File: src/rtl/jgsc_pkg.sv
// Shared types and constants for the joystick gesture step command block.
// Holds register indexes, reset values and the configuration struct.
// No dependencies.
`default_nettype none

package jgsc_pkg;

	localparam int unsigned RegWidth   = 15;
	localparam int unsigned AxisWidth  = 16;
	localparam int unsigned CmdWidth   = 16;
	localparam int unsigned IndexWidth = 3;

	// Register reset values (levels are 0.45 and 0.20 in Q2.14)
	localparam logic [RegWidth-1:0] StepSizeReset     = 15'd500;
	localparam logic [RegWidth-1:0] PitchLimitReset   = 15'd3000;
	localparam logic [RegWidth-1:0] RollLimitReset    = 15'd3000;
	localparam logic [RegWidth-1:0] TriggerLevelReset = 15'd7373;
	localparam logic [RegWidth-1:0] ReleaseLevelReset = 15'd3277;

	typedef enum logic [IndexWidth-1:0] {
		REG_STEP_SIZE     = 3'd0,
		REG_PITCH_LIMIT   = 3'd1,
		REG_ROLL_LIMIT    = 3'd2,
		REG_TRIGGER_LEVEL = 3'd3,
		REG_RELEASE_LEVEL = 3'd4
	} reg_index_t;

	typedef enum logic {
		OP_SAMPLE = 1'b0,
		OP_RESET  = 1'b1
	} opcode_t;

	// Settings shared by both axis units
	typedef struct packed {
		logic [RegWidth-1:0] step_size;
		logic [RegWidth-1:0] trigger_level;
		logic [RegWidth-1:0] release_level;
	} axis_cfg_t;

	// Per-axis state that the unit reads and rewrites each item
	typedef struct packed {
		logic                       armed;
		logic signed [CmdWidth-1:0] value;
	} axis_state_t;

endpackage

`default_nettype wire

File: src/rtl/jgsc_axis.sv
// One axis of the gesture step command block: arming hysteresis, step and clamp.
// Pure combinational; depends on jgsc_pkg.
`default_nettype none

module jgsc_axis (
	input  wire logic                               is_reset,
	input  wire logic                               invert,
	input  wire logic signed [jgsc_pkg::AxisWidth-1:0] axis,
	input  wire logic        [jgsc_pkg::RegWidth-1:0]  limit,
	input  wire jgsc_pkg::axis_cfg_t                cfg,
	input  wire jgsc_pkg::axis_state_t              cur,
	output jgsc_pkg::axis_state_t                   nxt,
	output logic                                    changed
);
	import jgsc_pkg::*;

	localparam int unsigned SumWidth = CmdWidth + 2;

	logic [AxisWidth-1:0]       mag;
	logic                       below_release;
	logic                       at_trigger;
	logic                       fire;
	logic                       positive;
	logic                       step_up;
	logic signed [SumWidth-1:0] prev_ext;
	logic signed [SumWidth-1:0] step_ext;
	logic signed [SumWidth-1:0] lim_ext;
	logic signed [SumWidth-1:0] sum;
	logic signed [SumWidth-1:0] clamped;

	// Magnitude; full-scale negative maps to 32768
	assign mag           = axis[AxisWidth-1] ? (~axis + 1'b1) : axis;
	assign below_release = mag <= {1'b0, cfg.release_level};
	assign at_trigger    = mag >= {1'b0, cfg.trigger_level};
	assign fire          = cur.armed && at_trigger;
	assign positive      = !axis[AxisWidth-1] && (axis != '0);
	assign step_up       = invert ? !positive : positive;

	// Add or subtract one step, then clamp to the symmetric limit
	assign prev_ext = SumWidth'(cur.value);
	assign step_ext = SumWidth'({1'b0, cfg.step_size});
	assign lim_ext  = SumWidth'({1'b0, limit});
	assign sum      = step_up ? (prev_ext + step_ext) : (prev_ext - step_ext);

	always_comb begin
		if (sum > lim_ext) begin
			clamped = lim_ext;
		end else if (sum < -lim_ext) begin
			clamped = -lim_ext;
		end else begin
			clamped = sum;
		end
	end

	// Select the next state and change flag
	always_comb begin
		nxt     = cur;
		changed = 1'b0;
		if (is_reset) begin
			nxt.value = '0;
			nxt.armed = below_release;
			changed   = cur.value != '0;
		end else if (!cur.armed) begin
			nxt.armed = below_release;
		end else if (fire) begin
			nxt.armed = 1'b0;
			nxt.value = clamped[CmdWidth-1:0];
			changed   = clamped != prev_ext;
		end
	end

endmodule

`default_nettype wire

File: src/rtl/joystick_gesture_step_command.sv
// Top level of the joystick gesture step command block.
// Input register, two axis units, result register; depends on jgsc_pkg and jgsc_axis.
`default_nettype none

// Each accepted item (joystick sample or reset command) yields exactly one result.
// An item is held in the input register, then both axis units update the
// pitch and roll commands and arming flags in a single pass into the result
// register. One item per clock is sustained while out_ready does not stall the
// result register; the result is valid once the item has passed the input and
// result registers, and stays until out_ready takes it. Commands and arming flags
// feed back from the result register into the axis units, and that loop sets the
// one-item-per-cycle figure. Configuration registers take effect on the next item.
module joystick_gesture_step_command (
	input  wire logic                                 clk,
	input  wire logic                                 arst_n,
	input  wire logic                                 cfg_we,
	input  wire logic [jgsc_pkg::IndexWidth-1:0]      cfg_index,
	input  wire logic [jgsc_pkg::RegWidth-1:0]        cfg_data,
	input  wire logic                                 in_valid,
	output logic                                      in_ready,
	input  wire logic                                 opcode,
	input  wire logic signed [jgsc_pkg::AxisWidth-1:0] axis_x,
	input  wire logic signed [jgsc_pkg::AxisWidth-1:0] axis_y,
	output logic                                      out_valid,
	input  wire logic                                 out_ready,
	output logic                                      pitch_changed,
	output logic                                      roll_changed,
	output logic                                      was_reset,
	output logic signed [jgsc_pkg::CmdWidth-1:0]      pitch_command,
	output logic signed [jgsc_pkg::CmdWidth-1:0]      roll_command
);
	import jgsc_pkg::*;

	logic [RegWidth-1:0] step_size_q;
	logic [RegWidth-1:0] pitch_limit_q;
	logic [RegWidth-1:0] roll_limit_q;
	logic [RegWidth-1:0] trigger_level_q;
	logic [RegWidth-1:0] release_level_q;

	logic                        valid_s1;
	logic                        opcode_s1;
	logic signed [AxisWidth-1:0] axis_x_s1;
	logic signed [AxisWidth-1:0] axis_y_s1;

	logic out_valid_q;
	logic pitch_changed_q;
	logic roll_changed_q;
	logic was_reset_q;

	axis_state_t pitch_q;
	axis_state_t roll_q;
	axis_state_t pitch_nxt;
	axis_state_t roll_nxt;
	logic        pitch_chg;
	logic        roll_chg;
	logic        is_reset;
	logic        advance;
	axis_cfg_t   cfg;

	// Configuration registers
	always_ff @(posedge clk or negedge arst_n) begin
		if (!arst_n) begin
			step_size_q     <= StepSizeReset;
			pitch_limit_q   <= PitchLimitReset;
			roll_limit_q    <= RollLimitReset;
			trigger_level_q <= TriggerLevelReset;
			release_level_q <= ReleaseLevelReset;
		end else if (cfg_we) begin
			case (cfg_index)
				REG_STEP_SIZE:     step_size_q     <= cfg_data;
				REG_PITCH_LIMIT:   pitch_limit_q   <= cfg_data;
				REG_ROLL_LIMIT:    roll_limit_q    <= cfg_data;
				REG_TRIGGER_LEVEL: trigger_level_q <= cfg_data;
				REG_RELEASE_LEVEL: release_level_q <= cfg_data;
				default: ;
			endcase
		end
	end

	assign cfg = '{step_size: step_size_q, trigger_level: trigger_level_q,
		release_level: release_level_q};

	// Handshake: advance the input stage when the result slot is free or draining
	assign advance  = valid_s1 && (!out_valid_q || out_ready);
	assign in_ready = !valid_s1 || advance;

	// Input register
	always_ff @(posedge clk or negedge arst_n) begin
		if (!arst_n) begin
			valid_s1 <= 1'b0;
		end else if (in_ready) begin
			valid_s1 <= in_valid;
		end
	end

	always_ff @(posedge clk) begin
		if (in_valid && in_ready) begin
			opcode_s1 <= opcode;
			axis_x_s1 <= axis_x;
			axis_y_s1 <= axis_y;
		end
	end

	assign is_reset = opcode_s1 == OP_RESET;

	// Pitch follows the X sign
	jgsc_axis u_pitch (
		.is_reset (is_reset),
		.invert   (1'b0),
		.axis     (axis_x_s1),
		.limit    (pitch_limit_q),
		.cfg      (cfg),
		.cur      (pitch_q),
		.nxt      (pitch_nxt),
		.changed  (pitch_chg)
	);

	// Roll follows the inverted Y sign
	jgsc_axis u_roll (
		.is_reset (is_reset),
		.invert   (1'b1),
		.axis     (axis_y_s1),
		.limit    (roll_limit_q),
		.cfg      (cfg),
		.cur      (roll_q),
		.nxt      (roll_nxt),
		.changed  (roll_chg)
	);

	// Result register and axis state; state only moves with a new result
	always_ff @(posedge clk or negedge arst_n) begin
		if (!arst_n) begin
			out_valid_q     <= 1'b0;
			pitch_q         <= '0;
			roll_q          <= '0;
			pitch_changed_q <= 1'b0;
			roll_changed_q  <= 1'b0;
			was_reset_q     <= 1'b0;
		end else if (advance) begin
			out_valid_q     <= 1'b1;
			pitch_q         <= pitch_nxt;
			roll_q          <= roll_nxt;
			pitch_changed_q <= pitch_chg;
			roll_changed_q  <= roll_chg;
			was_reset_q     <= is_reset;
		end else if (out_ready) begin
			out_valid_q <= 1'b0;
		end
	end

	assign out_valid     = out_valid_q;
	assign pitch_changed = pitch_changed_q;
	assign roll_changed  = roll_changed_q;
	assign was_reset     = was_reset_q;
	assign pitch_command = pitch_q.value;
	assign roll_command  = roll_q.value;

endmodule

`default_nettype wire
File: config.mk
export PLATFORM = sky130hd
export DESIGN_NAME = joystick_gesture_step_command
export DESIGN_NICKNAME = d
export VERILOG_FILES = /design/src/rtl/jgsc_pkg.sv /design/src/rtl/jgsc_axis.sv /design/src/rtl/joystick_gesture_step_command.sv
export SDC_FILE = /design/constraint.sdc
export NUM_CORES = 1
export LEC_CHECK = 0
export BUFFER_PORTS_ARGS = -buffer_cell sky130_fd_sc_hd__buf_2
export CAP_MARGIN = 20
export CORE_UTILIZATION = 68
export DETAILED_ROUTE_END_ITERATION = 7
export GPL_ROUTABILITY_DRIVEN = 1
export PLACE_DENSITY = 0.9
export SETUP_SLACK_MARGIN = 0.3
export SYNTH_ARGS = -nofsm -noshare
export SYNTH_HDL_FRONTEND = slang
export SYNTH_SLANG_ARGS = --single-unit
File: constraint.sdc
create_clock -name clk -period 15.55 [get_ports clk]
set_input_delay 0.7775 -clock clk [delete_from_list [all_inputs] [get_ports clk]]
set_output_delay 0.7775 -clock clk [all_outputs]
set_load 0.03 [all_outputs]
Word-level counts from Yosys, hierarchy flattened:

Index checks and enable logic that the tools add are counted.

* input port bits: 56
* register bits after elaboration: 147
* word-level logic and storage cells: 94

* add/subtract/negate cells: 8
* $lt $le $gt $ge: 8
* bitwise logic cells: 2
* equality and inequality tests: 6
* multiplexer cells: 24
* reductions and logical operators: 29

Operator list (count)
* 2-to-1 mux 18 bit: 6
* 2-to-1 mux 17 bit: 4
* 2-to-1 mux 16 bit: 4
* nonzero test 16 bit: 4
* > comparator 18 x 16 -> 1 bit: 2
* less-than comparator 18 bit: 2
* inequality test 18 x 16 -> 1 bit: 2
* negator 15 -> 18 bit: 2
* adder 16 x 16 -> 17 bit: 2
* subtractor 16 x 16 -> 17 bit: 2
* adder 16 x 1 -> 16 bit, second input constant: 2
* >= comparator 16 x 15 -> 1 bit: 2
* less-or-equal comparator 16 x 15 -> 1 bit: 2
* NOT 16 bit: 2
* 2-to-1 mux 1 bit: 10
* AND reduction 2 bit: 5
* nonzero test 2 bit: 5
* == test 3 x 2 -> 1 bit, second input constant: 2
* logical AND 1 bit: 6
* AND reduction 3 bit: 2
* zero test 1 bit: 4
* == test 3 x 1 -> 1 bit, second input constant: 1
* == test 3 bit, second input constant: 1
* zero test 3 bit: 1
* logical OR 1 bit: 2

Longest topological paths before layout:

* word-level depth: 10
* gate-level depth with buffers: 31
* gate-level depth less buffers: 29

Cells and area by module:

Synthesis repeated with hierarchy kept, for this count alone.

* cells, all modules: 1722
* area, all modules: 15250.9 um^2

Modules (own cells, without submodules)
* joystick_gesture_step_command: times used 1, sequential area each 3887.5 um^2, cells an instance 315, area each 5662.9 um^2
* jgsc_axis (u_pitch): times used 1, sequential area each 0.0 um^2, cells an instance 728, area each 4964.8 um^2
* jgsc_axis (u_roll): times used 1, sequential area each 0.0 um^2, cells an instance 679, area each 4623.2 um^2

Worst setup path after synthesis:

OpenSTA, ideal clock, no wires.

* path kind: register -> register
* from: register axis_x_s1[8]
* to: register pitch_changed_q, in the netlist pitch_changed
* setup slack: 9.023 ns
* clock period less this slack: 6.527 ns
* stages on the path, launching flop included: 27
* setup time: 0.140 ns
* data arrival time: 6.387 ns
* path through: edfxtp_1 > or4_1 > and4b_1 > or2_2 > clkbuf_1 > nand2_1 > xnor2_1 > ha_1 > and3_1 > o21ai_0 > a21o_1 > nand2_1 > o41ai_1 > xnor2_1 > ha_1 > nand4_1 > or2_2 > or3_1 > and2_1 > o32ai_1 > clkbuf_1 > clkbuf_1 > o31ai_1 > a21oi_1 > o2bb2ai_1 > a2111oi_0 > a31oi_1

* word-level cells in the longest chain between the ends: 10

Ends and longest elaborated chain
* from (decl): line joystick_gesture_step_command.sv:42 `logic signed [AxisWidth-1:0] axis_x_s1;`
* from (signal assigned): line joystick_gesture_step_command.sv:99 `axis_x_s1 <= axis_x;`
* nonzero test 16 bit: line jgsc_axis.sv:36 `assign positive = !axis[AxisWidth-1] && (axis != '0);`
* logical AND 1 bit: line jgsc_axis.sv:36
* 2-to-1 mux 18 bit: line jgsc_axis.sv:43 `assign sum = step_up ? (prev_ext + step_ext) : (prev_ext - step_ext);`
* less-than comparator 18 bit: line jgsc_axis.sv:48 `end else if (sum < -lim_ext) begin`
* 2-to-1 mux 18 bit: line jgsc_axis.sv:48
* 2-to-1 mux 18 bit: line jgsc_axis.sv:46 `if (sum > lim_ext) begin`
* inequality test 18 x 16 -> 1 bit: line jgsc_axis.sv:68 `changed = clamped != prev_ext;`
* 2-to-1 mux 1 bit *: line jgsc_axis.sv:65 `end else if (fire) begin`
* 2-to-1 mux 1 bit *: line jgsc_axis.sv:63 `end else if (!cur.armed) begin`
* 2-to-1 mux 1 bit *: line jgsc_axis.sv:59 `if (is_reset) begin`
* to (signal assigned): line joystick_gesture_step_command.sv:143 `pitch_changed_q <= pitch_chg;`
* to (decl): line joystick_gesture_step_command.sv:46 `logic pitch_changed_q;`

Mark *: on every way between the ends. The rest lies on a longest branch, timed or not.
A chain may end at the register's enable or synchronous reset.

Worst setup path after layout:

* from: register axis_y_s1[6]
* to: register roll_changed_q, in the netlist roll_changed

* word-level cells in the longest chain between the ends: 10

Ends and longest elaborated chain
* from (decl): line joystick_gesture_step_command.sv:43 `logic signed [AxisWidth-1:0] axis_y_s1;`
* from (signal assigned): line joystick_gesture_step_command.sv:100 `axis_y_s1 <= axis_y;`
* nonzero test 16 bit: line jgsc_axis.sv:36
* logical AND 1 bit: line jgsc_axis.sv:36
* 2-to-1 mux 18 bit: line jgsc_axis.sv:43
* less-than comparator 18 bit: line jgsc_axis.sv:48
* 2-to-1 mux 18 bit: line jgsc_axis.sv:48
* 2-to-1 mux 18 bit: line jgsc_axis.sv:46
* inequality test 18 x 16 -> 1 bit: line jgsc_axis.sv:68
* 2-to-1 mux 1 bit *: line jgsc_axis.sv:65
* 2-to-1 mux 1 bit *: line jgsc_axis.sv:63
* 2-to-1 mux 1 bit *: line jgsc_axis.sv:59
* to (signal assigned): line joystick_gesture_step_command.sv:144 `roll_changed_q <= roll_chg;`
* to (decl): line joystick_gesture_step_command.sv:47 `logic roll_changed_q;`

Marked as above.

==> results.json <==
{
  "antenna_found_initial": 1,
  "postSynthRegisterBits": 147,
  "htreeDepth": 4,
  "vias": 13646,
  "post-route-period-util": 0.505,
  "grt_overflow": 0,
  "cts_inserted_buffers": 17,
  "cts_sinks": 147,
  "postCtsSetupRepairBufs": 0,
  "met3_length_microns": 5970,
  "synth_edf_count": 33,
  "layout_commonest_cell": "ha_1",
  "cp-startpoint": "axis_y_s1[6]$_DFFE_PP_",
  "ys_types": 89,
  "cts_root_buffer": "clkbuf_16",
  "vias_per_cell": 7.00,
  "yosys_most_used_dff": "dfrtp_1",
  "final_cell_mix": "ha_1, nand2_1, o21ai_0",
  "fin_crit_ps": 7860,
  "rr_worst_depth": 26,
  "final_hold_viol_count": 0,
  "cp.required_ps": 15880,
  "yosysSeqAreaShare": 0.279,
  "hold_buffers": 0,
  "yosys.area.top_type": "dfrtp_1",
  "insertion_delay_ps": 440,
  "grt_max_degree": 69,
  "syn_to_final_growth_pct": 7.37,
  "grt_pass1_vias": 12830,
  "status": "complete, no violations",
  "cp-start-kind": "flip-flop",
  "yosysTopAreaCellShare": 0.142,
  "fin_tns_setup_ps": 0,
  "antenna_left": 0,
  "p_leak_nw": 6.74,
  "fin_cells": 1949,
  "ctsResizeCount": 0,
  "peakVddDrop_v": 0.000159,
  "rows": 52,
  "setup_viol": 0,
  "slew_headroom": 0.210,
  "ys_async_sr_fraction": 0.776,
  "synth_nets": 1847,
  "cp_slowest_stage_delay_ps": 590,
  "slew_viol_final": 0,
  "grt_use_total": 0.434,
  "synth_area_leaders": "dfrtp_1, ha_1, edfxtp_1",
  "cp_max_fo": 35,
  "max_cap_viol_count": 0,
  "syn_inst": 1632,
  "wl_met1_microns": 18200,
  "chipWidth_microns": 145,
  "r2r-end": "roll_changed$_DFFE_PN0P_",
  "io_buffers": 92,
  "yosysWarnings": 0,
  "worst_slew_pin_slew_ps": 1170,
  "place_hpwl_microns": 34000,
  "rrSetupSlack_ps": 7690,
  "cts_tree": "yes",
  "p_per_area_nw_per_um2": 237,
  "worstSetupPathType": "flip-flop to flip-flop",
  "ioPinCount": 93,
  "grt_first_pass_wirelength_microns": 70300,
  "initial_core_util": 0.692,
  "drtIter0Drc": 1820,
  "avgSynthCellArea_sq_um": 8.55,
  "worstHoldPathType": "input pin to async pin",
  "worstReg2RegStart": "axis_y_s1[6]$_DFFE_PP_",
  "drtPass1Iterations": 6,
  "finClkSkew_ps": 16.3,
  "num_antenna_cells": 0,
  "die_area_sq_um": 21100,
  "drive_gt1_frac": 0.139,
  "synth_area_sq_um": 13900,
  "wire_per_inst_microns": 23.6,
  "wl_met2_microns": 19300,
  "drc_errors": 0,
  "dp_cells": 1917,
  "worstPathArrival_ps": 8180,
  "nNetsFinal": 1881,
  "maxUsedRoutingLayer": "met5",
  "wl_microns": 46000,
  "design.core.area_sq_um": 20200,
  "max_freq_mhz": 127,
  "slowest_stage": "or4_4",
  "rsz0062_at_grt": "false",
  "fp.dieH_microns": 145,
  "clk_pin_slew_ps": 70,
  "clock_path_buffers": 2,
  "gp_congestion": 1.07,
  "crit_path_end_kind": "flip-flop"
}
==> final cells by class <==
class | instances | area (sq um)
clock inverter | 12 | 113
multi-input combinational | 1280 | 9160
inverter | 111 | 417
tap | 270 | 338
sequential | 147 | 3890
timing repair buffer | 109 | 591
clock buffer | 20 | 468
fill | 1470 | 5190
==> registers in the layout (all words and copies together), names as in the netlist <==
| name | flops |
|---|---|
| axis_x_s1 | 16 |
| axis_y_s1 | 16 |
| pitch_command | 16 |
| roll_command | 16 |
| pitch_limit_q | 15 |
| release_level_q | 15 |
| roll_limit_q | 15 |
| step_size_q | 15 |
| trigger_level_q | 15 |
| is_reset | 1 |
| out_valid | 1 |
| pitch_changed | 1 |
| pitch_q | 1 |
| roll_changed | 1 |
| roll_q | 1 |
| valid_s1 | 1 |
| was_reset | 1 |
==> cells by family after synthesis <==
family                   count (synthesis)  synth area share
multiplexers                            56            0.0433
XOR/XNOR                               132            0.0829
flip-flops                             147             0.279
adder cells (fa/ha/maj)                160             0.144
AND/OR/NAND/NOR                        484             0.171
AO/OA/AOI/OAI                          448             0.214
buffers and inverters                  205            0.0656
==> synth_stat cells (19+ instances only) <==
cell type / number
a21o_1: 44
a21oi_1: 90
buf_4: 33
clkbuf_1: 51
dfrtp_1: 79
dfstp_2: 35
edfxtp_1: 33
ha_1: 157
inv_1: 110
mux2_2: 34
mux2i_1: 21
nand2_1: 153
nand2b_1: 22
nand3_1: 33
nand4_1: 30
nor2_1: 100
nor3_1: 41
nor4_1: 23
o21a_1: 24
o21ai_0: 114
o22ai_1: 19
xnor2_1: 95
xor2_1: 37
==> power breakdown <==
| part | internal (W) | switching [W] |
|---|---|---|
| registers | 0.000498 | 0.000185 |
| clock network | 0.000224 | 0.000192 |
| logic | 0.000935 | 0.00151 |
==> routing by layer <==
layer  vias to the layer above  GRT usage
li1                       5989          -
met1                      6418      0.578
met2                      1001      0.640
met3                       236      0.126
met4                         2      0.222
met5                         -          0
==> through the flow <==
stage	power [W]	cell area, sq um	setup slack, ps	util	hold slack (ps)
after floorplan	0.00237	13900	9020	-	471
after global placement	0.00294	14400	8040	0.714	488
after detailed placement	0.00298	14400	7940	0.714	496
after CTS	0.00343	15000	7860	0.743	413
after global routing	0.00374	15000	7290	0.743	437
final	0.00354	15000	7690	0.743	394
==> worst max-delay path: cells and delay by family, from the launching register on <==
kind / cells / cell delay, ps
AOI/OAI and AO/OA: 13 / 3630
xor gates and xnor gates: 1 / 450
adders and majority gates: 2 / 630
buffers and inverters: 2 / 580
DFF: 1 / 470
muxes: 2 / 750
and+or+nand+nor: 6 / 1210
==> how the worst max path moves through the flow <==
stage / end / slack, ps / cells after the start
2_1_floorplan: pitch_changed$_DFFE_PN0P_ / 9020 / 26
3_3_place_gp: roll_changed$_DFFE_PN0P_ / 8040 / 26
3_5_place_dp: roll_changed$_DFFE_PN0P_ / 7940 / 26
4_1_cts: roll_changed$_DFFE_PN0P_ / 7860 / 26
5_1_grt: roll_changed$_DFFE_PN0P_ / 7290 / 26
6_report: roll_changed$_DFFE_PN0P_ / 7690 / 26
No activity file was read; power rests on OpenSTA's default activity.
